===== config.mk =====
export PLATFORM = sky130hd
export DESIGN_NAME = pva_queue
export DESIGN_NICKNAME = d
export VERILOG_FILES = /design/src/rtl/pva_pkg.sv /design/src/rtl/pva_queue.sv
export SDC_FILE = /design/constraint.sdc
export NUM_CORES = 1
export LEC_CHECK = 0
export ABC_AREA = 1
export BUFFER_PORTS_ARGS = -buffer_cell sky130_fd_sc_hd__buf_2
export CORE_ASPECT_RATIO = 0.8
export CORE_MARGIN = 2
export CORE_UTILIZATION = 35
export CTS_CLUSTER_SIZE = 40
export DETAILED_ROUTE_END_ITERATION = 10
export PLACE_DENSITY_LB_ADDON = 0.05
export SYNTH_ARGS = -nofsm -noshare
export SYNTH_HDL_FRONTEND = slang
export SYNTH_SLANG_ARGS = --single-unit

===== constraint.sdc =====
create_clock -name clk -period 4.3 [get_ports clk]
set_input_delay 0.215 -clock clk [delete_from_list [all_inputs] [get_ports clk]]
set_output_delay 0.215 -clock clk [all_outputs]
set_load 0.005 [all_outputs]

===== src/rtl/pva_pkg.sv =====
package pva_pkg;

  localparam int CORDIC_STEPS_DEF = 16;
  localparam int MAX_STAGES       = 24;
  localparam int QUEUE_DEPTH      = 4;

  localparam logic [29:0] KGAIN     = 30'd652032874;
  localparam int          FULL_TURN = 46080;
  localparam int          DEG90     = 5898240;
  localparam int          DEG180    = 11796480;
  localparam int          DEG270    = 17694720;
  localparam int          DEG360    = 23592960;

  typedef enum logic [1:0] {
    OP_ADD   = 2'd0,
    OP_SUB   = 2'd1,
    OP_CROSS = 2'd2,
    OP_MOVE  = 2'd3
  } pva_op_t;

  // classified item handed from the front to the back
  typedef struct packed {
    pva_op_t            op;
    logic [23:0]        range_a;
    logic signed [25:0] z_a;
    logic               neg_a;
    logic [23:0]        range_b;
    logic signed [25:0] z_b;
    logic               neg_b;
    logic signed [23:0] pos_x;
    logic signed [23:0] pos_y;
  } pva_item_t;

  // arctangent of 2^-i in 1/65536 degree
  function automatic int atan_val(input int i);
    int v;
    case (i)
      0:  v = 2949120;
      1:  v = 1740967;
      2:  v = 919879;
      3:  v = 466945;
      4:  v = 234379;
      5:  v = 117304;
      6:  v = 58666;
      7:  v = 29335;
      8:  v = 14668;
      9:  v = 7334;
      10: v = 3667;
      11: v = 1833;
      12: v = 917;
      13: v = 458;
      14: v = 229;
      15: v = 115;
      16: v = 57;
      17: v = 29;
      18: v = 14;
      19: v = 7;
      20: v = 4;
      21: v = 2;
      22: v = 1;
      default: v = 0;
    endcase
    return v;
  endfunction

endpackage


===== src/rtl/pva_queue.sv =====
module pva_queue #(
  parameter int DEPTH = pva_pkg::QUEUE_DEPTH
) (
  input  logic               clk,
  input  logic               rst_n,
  input  logic               push,
  input  pva_pkg::pva_item_t push_item,
  output logic               full,
  input  logic               pop,
  output logic               head_valid,
  output pva_pkg::pva_item_t head_item
);

  localparam int PW = (DEPTH > 1) ? $clog2(DEPTH) : 1;

  pva_pkg::pva_item_t mem_r [DEPTH];
  logic [PW-1:0]      wr_ptr_r, rd_ptr_r;
  logic [PW:0]        count_r;

  function automatic logic [PW-1:0] inc(input logic [PW-1:0] p);
    return (p == PW'(DEPTH - 1)) ? '0 : p + 1'b1;
  endfunction

  assign full       = (count_r == (PW + 1)'(DEPTH));
  assign head_valid = (count_r != '0);
  assign head_item  = mem_r[rd_ptr_r];

  always_ff @(posedge clk) begin
    if (!rst_n) begin
      wr_ptr_r <= '0;
      rd_ptr_r <= '0;
      count_r  <= '0;
    end else begin
      if (push) wr_ptr_r <= inc(wr_ptr_r);
      if (pop)  rd_ptr_r <= inc(rd_ptr_r);
      if (push && !pop)      count_r <= count_r + 1'b1;
      else if (!push && pop) count_r <= count_r - 1'b1;
    end
  end

  always_ff @(posedge clk) begin
    if (push) begin
      mem_r[wr_ptr_r] <= push_item;
    end
  end

endmodule


==> flow_summary.toml <==
[routing]
via_count = 13967
routed_via_density = 4.74
drtIter0Drc = 790
firstDrtPassIters = 5
wl_per_cell_um = 19.9
routed_wirelength_um = 58700
drc_errors = 0
ant_nets = 0

[pwr]
p_sw_mw = 3.26
p_int_mw = 10.6
power_leakage_nw = 10.3
seqPwrFrac_pct = 50.2
clkPwrFrac_pct = 39.3
p_comb_share_pct = 10.4
ir_drop_uv = 290
power_density_nw_per_um2 = 465
switching_share_pct = 23.5

[flow_run]
cap_violations = 0

[final_layout]
post_route_cells_drive_above_1_share_pct = 26.7
nNetsFinal = 2149
syn_to_final_growth_pct = 24.9
multi_input_comb_area_um2 = 4670
n_fill_cell = 6183
final-seq-area_um2 = 18400
antenna_cells = 0

[setup_path]
reg2reg_slack_ps = 2170
r2r-start = "wr_ptr_r[0]$_SDFFE_PN0P_"
cp_max_fo = 43
critical_path_class = "reg -> out"
r2r_end = "mem_r[0][22]$_DFFE_PP_"
crit_arrival_ps = 2620
worst-endpoint-required_ps = 4090
cp-end-kind = "output port"
reg2regPathDepth = 5
start_kind = "register"

[yosys]
ys_seq_area_share_pct = 77.3
synth_cell_type_count = 25
yosysTopAreaCellShare_pct = 76.6
synth_common_cells = "608 x edfxtp_1, 253 x nor2_1, 245 x o21ai_0"
yosysMostFrequentCell = "edfxtp_1"
yosys_warnings = 0
ys_dominant_reg_cell = "edfxtp_1"
syn-cell-area_um2 = 23800
async_flop_share_pct = 0
syn_area_per_cell_um2 = 15.6
synth_edf_count = 608
synth_seq_cells = 617
synth_largest_area_cell = "edfxtp_1"
syn-num-nets = 1693
synth_cells = 1530
yosys-top-cells-area = "edfxtp_1 77%, o21ai_0 5.1%, nor2_1 4.0%, o22ai_2 3.1%, nor2_4 2.8%"

[clock_tree]
cts_setup_buffers = 0
post_cts_resized = 0
cts_made_buffers = 68
cts.sink_count = 617
cts_tree = "yes"
cts-root-buf = "clkbuf_16"
cts_htree_levels = 3
clockBufferDepth = 3
clk_pin_slew_worst_paths_ps = 60
worstSkewPairLatency_ps = 590
hold_buffers = 155

[place]
port_buffers = 309
place_congestion = 0.703
place.detailed.hpwl_um = 31300

[sta]
fin_worst_skew_ps = 16.3
period_needed_ps = 2840
clock.fmax_mhz = 352
slew_viol_final = 0
final.setup.tns_ps = 0
rsz0062_at_grt = "no"
holdWs_ps = 364
finalSetupViolCount = 0
worstMarginPinSlew_ps = 1220
hold_viol_final = 0
post-route-period-util_pct = 66.0
relSlewSlack_pct = 18.8

[grt]
grt_max_degree = 157
grt_pass1_wl_um = 88900
grt_overflow = 0
grt_pass1_vias = 14394
grt_usage_pct = 16.7
antenna_found_initial = 1

[min_path]
hold_depth = 2
min_from = "push_item[16]"
min_path_type = "in -> reg"
min_delay_worst_endpoint = "mem_r[1][16]$_DFFE_PP_"

[floorplan]
die_w_um = 296
die_area_um2 = 70200
die_h_um = 237
row_count = 85
start_util_pct = 35.4
core_um2 = 67300
io_pins = 310

[status]
status = "finished, final reports clean"
==> metrics by stage <==
stage	util (%)	cells	worst slack, ps	area (um2)	total power [mW]
after floorplan	-	1530	280	23800	7.85
final	44.2	2948	1460	29800	13.8
after CTS	44.2	2948	1320	29800	14.1
after global placement	38.9	2674	1990	26200	8.44
after detailed placement	38.9	2674	1990	26200	8.45
after global routing	44.2	2948	1220	29800	14.4
==> state kept, by name, summed over array words and instances (netlist names), named ones only <==
name      count
mem_r       608
count_r       3
rd_ptr_r      2
wr_ptr_r      2
==> kinds of logic after synthesis <==
| kind of cell | Yosys count | synth area share, % |
|---|---|---|
| AO/OA/AOI/OAI | 462 | 12.1 |
| XOR/XNOR | 1 | 0.0367 |
| adder cells (fa/ha/maj) | 7 | 0.399 |
| buffers and inverters | 116 | 3.09 |
| flip-flops | 617 | 77.3 |
| AND/OR/NAND/NOR | 327 | 7.07 |
==> power by group through the flow <==
stage | Clock, mW | Sequential, mW | Combinational (mW)
CTS | 5.62 | 6.96 | 1.50
global route | 5.83 | 6.97 | 1.61
global placement | 0 | 7.08 | 1.36
detailed placement | 0 | 7.08 | 1.37
finish | 5.44 | 6.96 | 1.45
floorplan | 0 | 7.10 | 0.749
==> placed cells by master (no fill, tap or decap), drive strengths merged, types with 2 or more instances in the layout <==
master / count
nand2: 9
dlygate4sd3: 155
nor3: 3
bufinv: 2
clkinv: 23
buf: 331
ha: 6
a21oi: 3
inv: 18
dfxtp: 9
o21ai: 307
clkbuf: 92
nor2: 313
edfxtp: 608
o22ai: 152
==> cell type report <==
class                           count  area share (%)
Clock buffer                       92            6.23
Sequential cell                   617            61.9
Multi-Input combinational cell    797            15.7
Clock inverter                     27           0.668
Timing Repair Buffer              486            11.4
Inverter                           16           0.302
Tap cell                          913            3.84
==> per-layer routing <==
layer | global-route usage (%) | part of all wire (%) | vias up
li1 | - | - | 6729
met1 | 22.7 | 46 | 6910
met2 | 27.3 | 48 | 244
met3 | 3.55 | 4.4 | 82
met4 | 4.63 | 2.1 | 2
met5 | 0 | 0.027 | -
==> worst max-delay path by stage <==
stage / start / endpoint / slack, ps
floorplan: wr_ptr_r[0]$_SDFFE_PN0P_ / mem_r[3][0]$_DFFE_PP_ / 280
global placement: register / head_item[5] / 1990
detailed placement: register / head_item[5] / 1990
CTS: register / head_item[5] / 1320
global route: register / head_item[11] / 1220
finish: register / head_item[5] / 1460
==> worst max-delay path, cell delays in order (launching register included) <==
cell and delay, ps:
dfxtp_4 360, inv_4 420, buf_4 570, o21ai_0 170, o22ai_1 300, buf_2 180
(Power assumes the default switching activity.)
