$ cat config.mk
export PLATFORM = sky130hd
export DESIGN_NAME = pva_front
export DESIGN_NICKNAME = d
export VERILOG_FILES = /design/src/rtl/pva_pkg.sv /design/src/rtl/pva_front.sv
export SDC_FILE = /design/constraint.sdc
export NUM_CORES = 1
export LEC_CHECK = 0
export BUFFER_PORTS_ARGS = -buffer_cell sky130_fd_sc_hd__buf_4
export CAP_MARGIN = 25
export CORE_MARGIN = 2
export CORE_UTILIZATION = 49
export DETAILED_ROUTE_END_ITERATION = 8
export HOLD_SLACK_MARGIN = 0.12
export PLACE_DENSITY = 0.95
export RECOVER_POWER = 100
export SLEW_MARGIN = 20
export SYNTH_ARGS = -nofsm -noshare
export SYNTH_HDL_FRONTEND = slang
export SYNTH_SLANG_ARGS = --single-unit
$ cat constraint.sdc
create_clock -name clk -period 13.1 [get_ports clk]
set_clock_uncertainty 0.2 [all_clocks]
set_input_delay 2.62 -clock clk [delete_from_list [all_inputs] [get_ports clk]]
set_output_delay 2.62 -clock clk [all_outputs]
set_load 0.005 [all_outputs]
$ cat src/rtl/pva_pkg.sv
package pva_pkg;

  localparam int CORDIC_STEPS_DEF = 16;
  localparam int MAX_STAGES       = 24;
  localparam int QUEUE_DEPTH      = 4;

  localparam logic [29:0] KGAIN     = 30'd652032874;
  localparam int          FULL_TURN = 46080;
  localparam int          DEG90     = 5898240;
  localparam int          DEG180    = 11796480;
  localparam int          DEG270    = 17694720;
  localparam int          DEG360    = 23592960;

  typedef enum logic [1:0] {
    OP_ADD   = 2'd0,
    OP_SUB   = 2'd1,
    OP_CROSS = 2'd2,
    OP_MOVE  = 2'd3
  } pva_op_t;

  // classified item handed from the front to the back
  typedef struct packed {
    pva_op_t            op;
    logic [23:0]        range_a;
    logic signed [25:0] z_a;
    logic               neg_a;
    logic [23:0]        range_b;
    logic signed [25:0] z_b;
    logic               neg_b;
    logic signed [23:0] pos_x;
    logic signed [23:0] pos_y;
  } pva_item_t;

  // arctangent of 2^-i in 1/65536 degree
  function automatic int atan_val(input int i);
    int v;
    case (i)
      0:  v = 2949120;
      1:  v = 1740967;
      2:  v = 919879;
      3:  v = 466945;
      4:  v = 234379;
      5:  v = 117304;
      6:  v = 58666;
      7:  v = 29335;
      8:  v = 14668;
      9:  v = 7334;
      10: v = 3667;
      11: v = 1833;
      12: v = 917;
      13: v = 458;
      14: v = 229;
      15: v = 115;
      16: v = 57;
      17: v = 29;
      18: v = 14;
      19: v = 7;
      20: v = 4;
      21: v = 2;
      22: v = 1;
      default: v = 0;
    endcase
    return v;
  endfunction

endpackage

$ cat src/rtl/pva_front.sv
module pva_front (
  input  logic                clk,
  input  logic                rst_n,
  input  logic                in_valid,
  output logic                in_stall,
  input  pva_pkg::pva_op_t    op,
  input  logic [23:0]         range_a,
  input  logic [15:0]         angle_a,
  input  logic [23:0]         range_b,
  input  logic [15:0]         angle_b,
  input  logic signed [23:0]  pos_x,
  input  logic signed [23:0]  pos_y,
  input  logic                q_full,
  output logic                q_push,
  output pva_pkg::pva_item_t  q_item
);

  logic               fr_valid_r, fr_valid_nxt;
  pva_pkg::pva_item_t fr_item_r, fr_item_nxt;
  logic signed [25:0] za, zb;
  logic               na, nb;

  // reduce heading to one turn, scale to 1/65536 degree, fold into +-90
  function automatic logic [26:0] fold(input logic [15:0] ang);
    logic [15:0]        a;
    logic signed [25:0] z;
    logic               n;
    a = ang;
    if (a >= 16'(pva_pkg::FULL_TURN)) a = a - 16'(pva_pkg::FULL_TURN);
    z = $signed({1'b0, a, 9'd0});
    n = 1'b0;
    if (z > 26'sd5898240 && z <= 26'(pva_pkg::DEG270)) begin
      z = z - 26'(pva_pkg::DEG180);
      n = 1'b1;
    end else if (z > 26'(pva_pkg::DEG270)) begin
      z = z - 26'(pva_pkg::DEG360);
    end
    return {n, z};
  endfunction

  always_comb begin
    {na, za} = fold(angle_a);
    {nb, zb} = fold(angle_b);
    fr_item_nxt.op      = op;
    fr_item_nxt.range_a = range_a;
    fr_item_nxt.z_a     = za;
    fr_item_nxt.neg_a   = na;
    fr_item_nxt.range_b = range_b;
    fr_item_nxt.z_b     = zb;
    fr_item_nxt.neg_b   = nb;
    fr_item_nxt.pos_x   = pos_x;
    fr_item_nxt.pos_y   = pos_y;
  end

  assign in_stall     = fr_valid_r && q_full;
  assign q_push       = fr_valid_r && !q_full;
  assign q_item       = fr_item_r;
  assign fr_valid_nxt = in_stall ? fr_valid_r : in_valid;

  always_ff @(posedge clk) begin
    if (!rst_n) begin
      fr_valid_r <= 1'b0;
    end else begin
      fr_valid_r <= fr_valid_nxt;
    end
  end

  always_ff @(posedge clk) begin
    if (!in_stall) begin
      fr_item_r <= fr_item_nxt;
    end
  end

endmodule

==> results.sh <==
export IMPL_status="finished, violations left"
export IMPL_violations="capacitance limit, slew limit"
export IMPL_synth_ff_type="edfxtp_1"
export IMPL_setup_viol=0
export IMPL_numCtsBuffers=17
export IMPL_firstDrtPassIters=5
export IMPL_place_ws_ps=6530
export IMPL_ys_async_sr_fraction_pct=0
export IMPL_cts_sinks=135
export IMPL_wl_met3_mm=1.20
export IMPL_routed_top_layer="met4"
export IMPL_clk_pin_slew_ps=60
export IMPL_nets=781
export IMPL_core_area_mm2=0.0113
export IMPL_max_stage_delay_ps=1910
export IMPL_htreeDepth=4
export IMPL_synthAdderAreaFrac_pct=2.23
export IMPL_crit_family="simple AND/OR/NAND/NOR gates"
export IMPL_postCtsResizedCells=0
export IMPL_cts_hold_buf=0
export IMPL_crit_required_ps=10280
export IMPL_setup_ws_ps=5120
export IMPL_final_period_minus_worst_setup_slack_ps=7980
export IMPL_nFillCells=806
export IMPL_power_uw=1110
export IMPL_die_h_um=111
export IMPL_rsz0062_at_grt="false"
export IMPL_ys_warn_count=0
export IMPL_wl_met2_mm=8.14
export IMPL_die_area_mm2=0.0123
export IMPL_grt_pass1_wl_mm=22.9
export IMPL_path_max_fanout=71
export IMPL_drt_iter0_markers=339
export IMPL_layout_commonest_cell="clkbuf_4"
export IMPL_power_density_mw_per_mm2=140
export IMPL_wl_per_cell_um=19.3
export IMPL_ios=288
export IMPL_antenna_left=0
export IMPL_ir_drop_mv=0.0840
export IMPL_area_growth_pct=41.8
export IMPL_totalWireLength_mm=15.3
export IMPL_clkLatencyLatePin_ps=400
export IMPL_port_buffers=269
export IMPL_grt_max_degree=72
export IMPL_cts_buffer_depth=2
export IMPL_tightest_slew_ps=3420
export IMPL_synth_compound_area_share_pct=9.61
export IMPL_muxShareOfSynthArea_pct=0.559
export IMPL_die_w_um=111
export IMPL_synth_area_leaders="edfxtp_1 72%, buf_4 2.4%, ha_1 2.2%, xnor2_1 1.9%, a21oi_1 1.5%"
export IMPL_grt_usage_pct=24.7
export IMPL_crit_arrival_ps=5160
export IMPL_synth_cell_types=72
export IMPL_fin_tns_setup_ps=0
export IMPL_vias_per_cell=5.30
export IMPL_synthXorXnorAreaFrac_pct=1.88
export IMPL_start_util_pct=49.7
export IMPL_path_buf_inv=3
export IMPL_most_common_layout_cells="187 x clkbuf_4, 134 x edfxtp_1, 70 x clkbuf_1, 18 x conb_1"
export IMPL_cp_slowest_cell="nand2_1"
export IMPL_drc=0
export IMPL_synth_edf_count=134
export IMPL_maxCapViolCount=3
export IMPL_std_cell_rows=39
export IMPL_post_synth_cell_area_avg_um2=15.7
export IMPL_netlist_area_leader_share_pct=71.8
export IMPL_antenna_found_initial=0
export IMPL_period_share_pct=60.9
export IMPL_leakagePower_uw=0.00332
export IMPL_startpoint_type="input pin"
export IMPL_hold_class="input pin to flop"
export IMPL_diodes=0
export IMPL_vias=4199
export IMPL_post_cts_buffers=0
export IMPL_first_global_vias=3950
export IMPL_critical_path_class="input pin to primary output"
export IMPL_path_cells="clkbuf_4, nand2_1, inv_1, clkbuf_1"
export IMPL_final_core_utilization_pct=70.5
export IMPL_cts_tree="built"
export IMPL_gp_congestion=0.907
export IMPL_max_slew_margin_rel_pct=-128
export IMPL_hold_violations=0
export IMPL_dpl_hpwl_mm=12.1
export IMPL_hold_slack_ps=2210
export IMPL_cp_end_kind="primary output"
export IMPL_seq_area_frac_synth_pct=72.2
export IMPL_slew_violations=139
export IMPL_grt_overflow=0
export IMPL_final_layout_size_suffix_gt1_share_pct=38.8
export IMPL_synth_seq_cells=135
export IMPL_wl_met1_mm=5.66
export IMPL_synth_cells=356
export IMPL_synth_simple_area_share_pct=9.20
export IMPL_synth_top_family_by_area="compound AO/OA/AOI/OAI gates"
export IMPL_netlist_area_mm2=0.00560
export IMPL_fmax_mhz=125
export IMPL_yosysTopAreaCell="edfxtp_1"
export IMPL_cts_root_buf="clkbuf_16"
## cells by family (layout without fill, tap and decap cells)
| family | after synthesis | count (layout) |
|---|---|---|
| other | 1 | 18 |
| AND/OR/NAND/NOR | 80 | 80 |
| multiplexers | 3 | 3 |
| flip-flops | 135 | 135 |
| buffers and inverters | 40 | 317 |
| adder cells (fa/ha/maj) | 10 | 10 |
| XOR/XNOR | 12 | 12 |
| AO/OA/AOI/OAI | 75 | 75 |
## power breakdown
| group | internal, uW | total [uW] | switching [uW] |
|---|---|---|---|
| logic | 72.6 | 148 | 75.3 |
| clock network | 258 | 429 | 171 |
| registers | 520 | 531 | 11.4 |
## final cells by class
cell class	instances	area, um2	share of cell area [%]
clock inverters	14	109	1.37
inverters	15	56.3	0.709
repair buffers	270	1770	22.3
multi-input cells	198	1360	17.1
clock buffers	18	429	5.40
well taps	143	179	2.25
flip-flops and latches	135	4040	50.9
## state kept, by name, indices dropped and copies added (netlist names)
name / flops
q_item: 134
fr_valid_r: 1
## layer usage
metal | GRT usage, % | vias to the layer above
met4 | 9.00 | 0
met1 | 28.6 | 2024
met2 | 43.8 | 246
met5 | 0 | -
li1 | - | 1905
met3 | 7.05 | 24
## cells in the mapped netlist (2+ instances only)
library cell,instances
a211o_1,2
a21boi_0,3
a21o_1,5
a21oi_1,17
a31oi_1,3
a41o_1,3
and2_1,3
and3b_1,3
and4_1,2
buf_2,4
buf_4,18
buf_6,2
edfxtp_1,134
ha_1,10
inv_1,15
mux2i_1,2
nand2_1,16
nand3_1,5
nand4_1,3
nand4_2,2
nor2_1,16
nor2b_1,3
nor4_2,2
nor4_4,2
o21a_1,3
o21ai_0,13
o21ai_1,2
o21ai_2,3
o22ai_1,3
or2_2,3
or3_1,2
xnor2_1,12
## metrics by stage
stage / instances / instance area (um2)
final: 793 / 7940
after global routing: 793 / 7940
after CTS: 793 / 8230
after detailed placement: 761 / 7700
after global placement: 761 / 7700
after floorplan: 373 / 5660
## path summary, 6_finish.rpt
kind	slack (ps)	end	depth (start not counted)	startpoint
setup / recovery	5120	in_stall	4	q_full
hold / removal	2210	q_item[28]$_DFFE_PN_	1	pos_x[4]
setup reg to reg	7610	q_item[73]$_DFFE_PN_	2	fr_valid_r$_SDFFE_PN0N_
hold reg to reg	2220	q_item[80]$_DFFE_PN_	1	fr_valid_r$_SDFFE_PN0N_
Note: power is estimated with default switching activity, not from simulation.
